### config.mk
export PLATFORM = sky130hd
export DESIGN_NAME = diagonal_zigzag_reorder
export DESIGN_NICKNAME = d
export VERILOG_FILES = /design/src/sv/dzr_pkg.sv /design/src/sv/dzr_ctrl.sv /design/src/sv/dzr_datapath.sv /design/src/sv/diagonal_zigzag_reorder.sv
export SDC_FILE = /design/constraint.sdc
export NUM_CORES = 2
export LEC_CHECK = 0
export BUFFER_PORTS_ARGS = -buffer_cell sky130_fd_sc_hd__buf_2
export CORE_MARGIN = 4
export CORE_UTILIZATION = 30
export DETAILED_ROUTE_END_ITERATION = 10
export HOLD_SLACK_MARGIN = 0.06
export PLACE_DENSITY_LB_ADDON = 0.25
export SLEW_MARGIN = 5
export SYNTH_ARGS = -nofsm -noshare
export SYNTH_HDL_FRONTEND = slang
export SYNTH_SLANG_ARGS = --single-unit
export TNS_END_PERCENT = 100
### constraint.sdc
create_clock -name clk -period 5.7 [get_ports clk]
set_input_delay 1.14 -clock clk [delete_from_list [all_inputs] [get_ports clk]]
set_output_delay 1.14 -clock clk [all_outputs]
set_load 0.02 [all_outputs]
### src/sv/dzr_pkg.sv
// Shared constants, types and control structs for the diagonal zigzag reorder block.
package dzr_pkg;

  // Matrix bounds and derived widths
  localparam int MAX_ROWS  = 8;
  localparam int MAX_COLS  = 8;
  localparam int DEPTH     = MAX_ROWS * MAX_COLS;
  localparam int ADDR_W    = (DEPTH > 1) ? $clog2(DEPTH) : 1;
  localparam int COUNT_W   = $clog2(DEPTH + 1);
  localparam int ROW_W     = (MAX_ROWS > 1) ? $clog2(MAX_ROWS) : 1;
  localparam int COL_W     = (MAX_COLS > 1) ? $clog2(MAX_COLS) : 1;
  localparam int DIMR_W    = $clog2(MAX_ROWS + 1);
  localparam int DIMC_W    = $clog2(MAX_COLS + 1);
  localparam int DIAG_W    = $clog2(MAX_ROWS + MAX_COLS);
  localparam int SUM_W     = ROW_W + DIMC_W + 1;

  // Field and register widths
  localparam int DATA_W    = 32;
  localparam int DIM_W     = 4;
  localparam int CFG_IDX_W = 2;

  // Configuration register indexes
  localparam logic [CFG_IDX_W-1:0] CFG_ROW_COUNT = CFG_IDX_W'(0);
  localparam logic [CFG_IDX_W-1:0] CFG_COL_COUNT = CFG_IDX_W'(1);

  // Reset value of both dimension registers
  localparam logic [DIM_W-1:0] DIM_RESET = DIM_W'(8);

  // Controller states
  typedef enum logic [1:0] {
    ST_LOAD = 2'b01,
    ST_EMIT = 2'b10
  } state_t;

  // Commands from controller to datapath
  typedef struct packed {
    logic load;    // write element, bump load count
    logic finish;  // matrix complete: clear count, start scan at origin
    logic step;    // read current scan position, advance
  } cmd_t;

  // Status from datapath to controller
  typedef struct packed {
    logic load_last;  // the element being loaded completes the matrix
    logic at_end;     // scan position is the bottom-right element
  } sts_t;

endpackage

### src/sv/dzr_ctrl.sv
// Controller: load/emit sequencing and the output valid flag.
module dzr_ctrl (
  input  logic          clk,
  input  logic          rst,
  input  logic          in_valid,
  output logic          in_ready,
  output logic          out_valid,
  input  logic          out_ready,
  input  dzr_pkg::sts_t sts,
  output dzr_pkg::cmd_t cmd
);
  import dzr_pkg::*;

  state_t state, state_next;
  logic   out_valid_next;

  // Next state and commands
  always_comb begin
    cmd        = '0;
    in_ready   = 1'b0;
    state_next = state;
    unique case (state)
      ST_LOAD: begin
        in_ready = 1'b1;
        if (in_valid) begin
          cmd.load = 1'b1;
          if (sts.load_last) begin
            cmd.finish = 1'b1;
            state_next = ST_EMIT;
          end
        end
      end
      ST_EMIT: begin
        // issue a read whenever the output register is free or draining
        if (!out_valid || out_ready) begin
          cmd.step = 1'b1;
          if (sts.at_end) state_next = ST_LOAD;
        end
      end
      default: state_next = ST_LOAD;
    endcase
  end

  // Output valid follows reads and transfers
  always_comb begin
    if (cmd.step) out_valid_next = 1'b1;
    else if (out_ready) out_valid_next = 1'b0;
    else out_valid_next = out_valid;
  end

  always_ff @(posedge clk) begin
    if (rst) begin
      state     <= ST_LOAD;
      out_valid <= 1'b0;
    end else begin
      state     <= state_next;
      out_valid <= out_valid_next;
    end
  end

  // A read never overwrites a result that is still waiting
  a_no_overwrite: assert property (@(posedge clk) disable iff (rst)
    cmd.step |-> (!out_valid || out_ready))
    else $error("read issued while output register is occupied");

  // The final read of a matrix hands control back to loading
  a_end_to_load: assert property (@(posedge clk) disable iff (rst)
    (cmd.step && sts.at_end) |=> (state == ST_LOAD))
    else $error("scan did not return to load after last element");

  // A completing transfer starts emission and drops in_ready
  a_finish_emit: assert property (@(posedge clk) disable iff (rst)
    (in_valid && in_ready && sts.load_last) |=> (state == ST_EMIT && !in_ready))
    else $error("completing element did not start emission");

endmodule

### src/sv/dzr_datapath.sv
// Datapath: config registers, element store, load counter and zigzag scan position.
module dzr_datapath (
  input  logic                              clk,
  input  logic                              rst,
  input  logic                              cfg_valid,
  output logic                              cfg_ready,
  input  logic [dzr_pkg::CFG_IDX_W-1:0]     cfg_index,
  input  logic [dzr_pkg::DIM_W-1:0]         cfg_data,
  input  logic signed [dzr_pkg::DATA_W-1:0] element_value,
  output logic signed [dzr_pkg::DATA_W-1:0] out_value,
  output logic                              out_last,
  input  dzr_pkg::cmd_t                     cmd,
  output dzr_pkg::sts_t                     sts
);
  import dzr_pkg::*;

  logic [DIM_W-1:0]   row_count, col_count;
  logic [DIMR_W-1:0]  rows;
  logic [DIMC_W-1:0]  cols;
  logic [COUNT_W-1:0] total;
  logic [COUNT_W-1:0] load_count, load_count_inc;
  logic [ROW_W-1:0]   row, row_next;
  logic [COL_W-1:0]   col, col_next;
  logic [DIAG_W-1:0]  diag_inc, row_last_d, col_last_d, start_r, start_c;
  logic [SUM_W-1:0]   rd_sum;
  logic [ADDR_W-1:0]  rd_addr;
  logic               diag_odd, can_up_right, can_down_left;

  logic [DATA_W-1:0]  element_store [DEPTH];

  assign cfg_ready = 1'b1;

  // Configuration registers keep the written bits
  always_ff @(posedge clk) begin
    if (rst) begin
      row_count <= DIM_RESET;
      col_count <= DIM_RESET;
    end else if (cfg_valid && cfg_ready) begin
      if (cfg_index == CFG_ROW_COUNT) row_count <= cfg_data;
      if (cfg_index == CFG_COL_COUNT) col_count <= cfg_data;
    end
  end

  // Effective dimensions clamped to 1..MAX
  always_comb begin
    if (row_count == '0) rows = DIMR_W'(1);
    else if (int'(row_count) > MAX_ROWS) rows = DIMR_W'(MAX_ROWS);
    else rows = DIMR_W'(row_count);
    if (col_count == '0) cols = DIMC_W'(1);
    else if (int'(col_count) > MAX_COLS) cols = DIMC_W'(MAX_COLS);
    else cols = DIMC_W'(col_count);
  end

  assign total          = COUNT_W'(rows) * COUNT_W'(cols);
  assign load_count_inc = load_count + COUNT_W'(1);
  assign sts.load_last  = (load_count_inc >= total);

  // Load counter
  always_ff @(posedge clk) begin
    if (rst) begin
      load_count <= '0;
    end else if (cmd.load) begin
      load_count <= cmd.finish ? '0 : load_count_inc;
    end
  end

  // Next position along the zigzag
  assign diag_odd      = row[0] ^ col[0];
  assign diag_inc      = DIAG_W'(row) + DIAG_W'(col) + DIAG_W'(1);
  assign row_last_d    = DIAG_W'(rows) - DIAG_W'(1);
  assign col_last_d    = DIAG_W'(cols) - DIAG_W'(1);
  assign can_up_right  = (row != '0) && (DIAG_W'(col) < col_last_d);
  assign can_down_left = (col != '0) && (DIAG_W'(row) < row_last_d);
  assign sts.at_end    = (DIAG_W'(row) == row_last_d) && (DIAG_W'(col) == col_last_d);

  always_comb begin
    start_r  = '0;
    start_c  = '0;
    row_next = row;
    col_next = col;
    if (diag_odd) begin
      // down-left; next diagonal goes up-right from row min(d, rows-1)
      start_r = (diag_inc < row_last_d) ? diag_inc : row_last_d;
      start_c = diag_inc - start_r;
      if (can_down_left) begin
        row_next = row + ROW_W'(1);
        col_next = col - COL_W'(1);
      end else begin
        row_next = ROW_W'(start_r);
        col_next = COL_W'(start_c);
      end
    end else begin
      // up-right; next diagonal goes down-left from column min(d, cols-1)
      start_c = (diag_inc < col_last_d) ? diag_inc : col_last_d;
      start_r = diag_inc - start_c;
      if (can_up_right) begin
        row_next = row - ROW_W'(1);
        col_next = col + COL_W'(1);
      end else begin
        row_next = ROW_W'(start_r);
        col_next = COL_W'(start_c);
      end
    end
  end

  // Scan position
  always_ff @(posedge clk) begin
    if (rst) begin
      row <= '0;
      col <= '0;
    end else if (cmd.finish) begin
      row <= '0;
      col <= '0;
    end else if (cmd.step) begin
      row <= row_next;
      col <= col_next;
    end
  end

  // Store address of the current position, row-major
  assign rd_sum  = SUM_W'(row) * SUM_W'(cols) + SUM_W'(col);
  assign rd_addr = rd_sum[ADDR_W-1:0];

  // Element store: one write port, registered read into the output register
  always_ff @(posedge clk) begin
    if (cmd.load) element_store[load_count[ADDR_W-1:0]] <= element_value;
  end

  always_ff @(posedge clk) begin
    if (cmd.step) begin
      out_value <= element_store[rd_addr];
      out_last  <= sts.at_end;
    end
  end

  // A completed matrix restarts the scan and the count from zero
  a_finish_origin: assert property (@(posedge clk) disable iff (rst)
    cmd.finish |=> (row == '0 && col == '0 && load_count == '0))
    else $error("scan or count not cleared after matrix completion");

endmodule

### src/sv/diagonal_zigzag_reorder.sv
// Loading: in_ready stays high; the completing element starts emission, whose reads fill the
// output register. Emission runs one element per cycle while out_ready is high; in_ready is
// low meanwhile. A whole matrix is loaded before it is read out, but the output register lets
// loading of the next matrix start while the last result waits. Emission reads only addresses
// loaded for its matrix unless the dimensions change during emission. Reset (rst, synchronous):
// load count and scan clear, dimensions return to 8x8; store contents are not cleared.
module diagonal_zigzag_reorder (
  input  logic                              clk,
  input  logic                              rst,
  input  logic                              in_valid,
  output logic                              in_ready,
  input  logic signed [dzr_pkg::DATA_W-1:0] element_value,
  output logic                              out_valid,
  input  logic                              out_ready,
  output logic signed [dzr_pkg::DATA_W-1:0] out_value,
  output logic                              out_last,
  input  logic                              cfg_valid,
  output logic                              cfg_ready,
  input  logic [dzr_pkg::CFG_IDX_W-1:0]     cfg_index,
  input  logic [dzr_pkg::DIM_W-1:0]         cfg_data
);
  import dzr_pkg::*;

  cmd_t cmd;
  sts_t sts;

  // Sequencing
  dzr_ctrl u_ctrl (
    .clk       (clk),
    .rst       (rst),
    .in_valid  (in_valid),
    .in_ready  (in_ready),
    .out_valid (out_valid),
    .out_ready (out_ready),
    .sts       (sts),
    .cmd       (cmd)
  );

  // Storage and addressing
  dzr_datapath u_datapath (
    .clk           (clk),
    .rst           (rst),
    .cfg_valid     (cfg_valid),
    .cfg_ready     (cfg_ready),
    .cfg_index     (cfg_index),
    .cfg_data      (cfg_data),
    .element_value (element_value),
    .out_value     (out_value),
    .out_last      (out_last),
    .cmd           (cmd),
    .sts           (sts)
  );

endmodule

== Word level (Yosys, flattened, before mapping) ==
Memories as Yosys holds them, arrays and structs flattened. A register that Yosys moved wholly into a read port is not among the register bits.
Index checks and enable logic that the tools add are counted.
Word-level totals
  bits in registers: 25
  latch bits: 0
  bits in writable memories: 2048
  bits in read-only memories: 0
  input port bits: 43
  output and inout port bits: 36
  logic and storage cells: 83
  memories kept: 1
Cells by class
  $add $sub $neg: 12
  multiply operators: 2
  div/mod/pow operators: 0
  magnitude comparators: 7
  equality and inequality tests: 9
  shifts and indexed selects: 0
  multiplexer cells: 28
  bitwise logic cells: 1
  reduce and logical (&&, ||, !) cells: 15
Memory list
  u_datapath.element_store: words 64, bits a word 32, read ports 1, clocked after memory_dff 1, write ports 1, RTL line dzr_datapath.sv:29  | logic [DATA_W-1:0] element_store [DEPTH];
Operators by type and width (number)
  2-to-1 mux 3 bit: 8
  2-to-1 mux 4 bit: 4
  2-to-1 mux 2 bit: 6
  == test 3 x 4 -> 1 bit: 2
  > comparator 4 bit (second input constant): 2
  logical NOT 4 bit: 2
  < comparator 3 x 4 -> 1 bit: 2
  < comparator 4 bit: 2
  2-to-1 mux 1 bit: 8
  subtractor 4 x 1 -> 4 bit (second input constant): 2
  adder 7 x 1 -> 7 bit (second input constant): 1
  greater-or-equal comparator 7 bit: 1
  multiplier 4 x 4 -> 7 bit: 1
  2-to-1 mux 7 bit: 1
  adder 3 x 1 -> 3 bit (second input constant): 2
  adder 6 x 3 -> 6 bit: 1
  multiplier 3 x 4 -> 6 bit: 1
  inequality test 2 bit (second input constant): 3
  nonzero test 3 bit: 2
  subtractor 3 x 1 -> 3 bit (second input constant): 2
  subtractor 3 bit: 2
  adder 3 x 3 -> 4 bit: 1
  adder 4 x 1 -> 4 bit (second input constant): 1
  == test 2 x 1 -> 1 bit (second input constant): 2
  other kinds (12): 15

== Longest topological paths before layout ==
  depth in word-level cells: 10
  gate-level depth with buffers: 17
  mapped depth without buffers: 17

== Modules after synthesis ==
From an unflattened synthesis, not the netlist that was laid out.
Unflattened totals
  cells, all modules: 3712
  area, all modules: 82218.9 um2
Modules (own cells, without submodules)
  dzr_datapath: instances 1, cells each 3698, area an instance 82072.5 um2, sequential area each 62910.3 um2
  dzr_ctrl: instances 1, cells each 14, area an instance 146.4 um2, sequential area each 60.1 um2

== Worst setup path after synthesis ==
OpenSTA, ideal clock, no wires.
  path type: flip-flop to flip-flop
  start point: register u_datapath.col_count[3]
  end point: register u_datapath.out_value[15] in the netlist's numbering (read register of u_datapath.element_store), data pin
  setup time: 266 ps
  arrival time: 4087 ps
  required time: 5434 ps
  setup slack: 1347 ps
  stages on the path, launching flop included: 15
  buffers on the path: 2
  clock period less this slack: 4353 ps
  cell sequence: dfxtp_1 -> clkinv_1 -> o21a_1 -> inv_1 -> nor2_1 -> fa_1 -> inv_1 -> fa_1 -> fa_1 -> clkbuf_1 -> clkbuf_1 -> mux4_2 -> mux4_2 -> a22oi_1 -> o21ai_1
On the way
  cells in the longest elaborated chain, start to end: 5
  elaborated cells between the ends (all ways): 6
  classes of those cells: add/sub: 1; mul: 1; order compare: 1; mux: 2; reduce/logical: 1
Ends and longest elaborated chain
  start, declared: RTL line dzr_datapath.sv:17  | logic [DIM_W-1:0] row_count, col_count;
  start signal, assigned: RTL line dzr_datapath.sv:40  | if (cfg_index == CFG_COL_COUNT) col_count <= cfg_data;
  > comparator 4 bit: RTL line dzr_datapath.sv:50  | else if (int'(col_count) > MAX_COLS) cols = DIMC_W'(MAX_COLS);
  2-to-1 mux 4 bit: RTL line dzr_datapath.sv:50
  2-to-1 mux 4 bit (*): RTL line dzr_datapath.sv:49  | if (col_count == '0) cols = DIMC_W'(1);
  multiplier 3 x 4 -> 6 bit (*): RTL line dzr_datapath.sv:121  | assign rd_sum = SUM_W'(row) * SUM_W'(cols) + SUM_W'(col);
  adder 6 x 3 -> 6 bit (*): RTL line dzr_datapath.sv:121
  end, declared: RTL line dzr_datapath.sv:10  | output logic signed [dzr_pkg::DATA_W-1:0] out_value,
Mark *: on every way between the ends. The rest lies on a longest branch, timed or not.
A chain may end at the register's enable or synchronous reset.

== Worst setup path after layout ==
Same ends and word-level chain as after synthesis.

==> results.md <==
* Worst Hold Class: flip-flop to flip-flop
* Startpoint type of the worst setup path: flip-flop
* I/O Buffers at 77
* Final WL at roughly 230000 µm
* HP Start: u_datapath.row_count[0]
* CTS tree: done
* Final TNS setup at 0 ns
* Global-route wire length before repair at roughly 320000 µm
* Area leader, netlist: edfxtp_1
* # H-tree levels at 4
* CTS sink count at between 2000 and 2500
* Die X at 529.7 µm
* Utilization after layout at 35.20%
* Worst r2r src: u_datapath.col_count[3]
* Yosys cell types at between 50 and 60
* Die Area at approximately 0.28 mm²
* List of most frequent post-synthesis cells: 2081 x edfxtp_1, 604 x mux4_2, 138 x nor2_1, 85 x clkbuf_1, 80 x nor3_1
* Seq/Total Area, Yosys at between 70% and 80%
* Routed len/inst at roughly 30 µm
* GRT Max-Usage Layer: met2
* Crit Path Class: flip-flop to flip-flop
* Worst Tran Pin Value at between 1 and 1.5 ns
* Largest net degree at the start of global routing at 65
* Root buf cell: clkbuf_16
* Initial core utilization at between 30 and 40%
* GRT Total Usage at 16.15%
* Top_reg_cell synth: edfxtp_1
* Ys Warns at 0
* Clk slew on worst S/H paths at around 0.060 ns
* Max-Cap Viols at 0
* IO Count at between 70 and 80
* Vias in the first global route at 39750
* Fillers at 24850
* CP max FO at 44
* GRT Residual Overflow at 0
* Clk_skew at between 0.02 and 0.025 ns
* Slew Limit Fails at 0
* Lkg Pwr at about 0.029 µW
* Share of cells above drive strength 1 at between 30% and 40%
* WP data required at ~6.3 ns
* Mapped Area at around 0.082 mm²
* Initial antenna violation count at 17
* FMAX at about 180 MHz
* Routability cong. at slightly above 0.8
* Top cells by area, synth: edfxtp_1 77%, mux4_2 17%, ha_1 0.81%, nor2_1 0.63%, dfxtp_1 0.59%
* Setup slack at placement at 0.1352 ns
* Outcome: finished clean
* Layout area overhead at 16.74%
* GRT met3 Usage at approximately 2.5%
* Maximum clock path buffer count at 3
* Final hold violation count at 0
* Clock Latency Late Sink at around 0.84 ns
* CP startpoint: u_datapath.col_count[3]
* Max-slew headroom at about 16%
* DRT antenna net count at 0
* Core area at 0.2708 mm²
* Grt met1 use at between 20% and 30%
* Hpwl dp at between 100000 and 150000 µm
* Share of the synthesized area in the top cell type at 76.54%
* Most common cell in the netlist: edfxtp_1
* Initial DRC count at roughly 3800
* DRC at 0
* Rows at ~190
* Fraction of registers with async set/reset at 0%
* Die height at ~530 µm
* Met2 usage in global routing at 26.74%
* Drt first pass iters at 5
* Final setup margin at roughly 0.2 ns
* Final setup vio count at 0
* Final Critical Period at roughly 5.5 ns
* Cells after Synth at around 3500
* CTS Buf Count at around 220
* Avg Inst Size Synth at about 23 µm²
* Power Density at approximately 330 mW/mm²
* Hold_buf cts at 0
* Vias per inst at just over 5
* Layout Nets at around 4000
* Critical path arrival at 6.07 ns
* Synthesized flop and latch total at 2105
* Via count at slightly below 40000
* EDFF count, synth at about 2100
* RSZ-0062 raised after global routing: no
* Period utilization at a little under 100%
* Worst VDD drop at 0.2411 mV
* CP Capture Type: flip-flop
==> power by group <==
group,internal (µW),switching [µW]
Clock,7870,5960
Combinational,132,453
Sequential,17100,17.9
Total,25100,6430
==> area by class of cell <==
| type | count | area (µm²) | share of cell area (%) |
|---|---|---|---|
| timing repair buffer | 315 | 2635 | 2.765 |
| sequential | 2105 | 62970 | 66.07 |
| antenna | 10 | 25.02 | 0.02626 |
| tap | 3570 | 4467 | 4.687 |
| multi-input combinational | 1217 | 18240 | 19.13 |
| clock inverter | 135 | 1257 | 1.319 |
| inverter | 28 | 105.1 | 0.1103 |
| clock buffer | 260 | 5613 | 5.889 |
==> metrics by stage <==
stage                     instances  total power, µW  hold WS, ns  cell area, µm²
final                          7640            31500       0.5035           95310
after global routing           7630            32510       0.4781           95280
after CTS                      7630            31810       0.4511           95280
after detailed placement       7235            18010       0.4948           88410
after global placement         7235            17990       0.4802           88410
after floorplan                3532            17570       0.4610           81650
==> critical path, stage by stage, from the launching register on <==
cell and delay (ns):
dfxtp_1 0.41, clkinv_1 0.15, o21a_1 0.18, inv_1 0.22, nor2_1 0.09, fa_1 0.51
inv_1 0.07, fa_1 0.50, fa_4 0.89, buf_12 0.23, buf_12 0.31, mux4_2 0.37
mux4_2 0.47, mux2i_1 0.60, o21ai_1 0.12
==> routing by layer <==
layer,vias up,part of all wire (%)
li1,15820,-
met5,-,0.017
met2,1183,49
met1,21380,43
met4,6,2.2
met3,264,6.0
==> timing repair <==
item                                   CTS  global route
buffers inserted                         0             0
endpoints found under the hold margin    0             0
gates resized for setup                  0             1
setup endpoints to repair                0             1
==> kinds of logic after synthesis <==
logic type | share of synthesized area, %
DFF | 77.13
buffers and inverters | 1.221
xor gates and xnor gates | 0.3571
AOI/OAI and AO/OA | 1.448
other | 0.004593
and+or+nand+nor | 1.735
muxes | 17.02
adders and majority gates | 1.082
==> flip-flops by register name, summed over array words and instances, names as in the netlist <==
name,count
u_datapath.col_count,4
u_datapath.element_store,2048
u_datapath.out_value,32
u_ctrl.out_valid,1
u_datapath.col,3
u_datapath.row,3
u_datapath.row_count,4
u_datapath.load_count,7
u_datapath.out_last,1
u_ctrl.state,2
==> path summary, 6_finish.rpt <==
path                              end  slack (ns)  cells past startpoint
min           u_datapath.row_count[0]        0.50                      2
min reg2reg   u_datapath.row_count[0]        0.50                      2
max          u_datapath.out_value[15]        0.20                     14
max reg2reg  u_datapath.out_value[15]        0.20                     14
==> cells in the final DEF (no fill, tap or decap), drive strengths merged, types with 22 or more instances in the layout <==
| cell type | synthesis | final |
|---|---|---|
| a211oi | 28 | 28 |
| a21oi | 22 | 22 |
| buf | 97 | 315 |
| clkbuf | 85 | 260 |
| clkinv | 1 | 103 |
| dfxtp | 24 | 24 |
| edfxtp | 2081 | 2081 |
| ha | 53 | 53 |
| inv | 27 | 35 |
| mux4 | 604 | 604 |
| nand2 | 32 | 32 |
| nor2 | 138 | 138 |
| nor3 | 80 | 80 |
| o22ai | 64 | 64 |
Power figures use the tool's default switching activity.
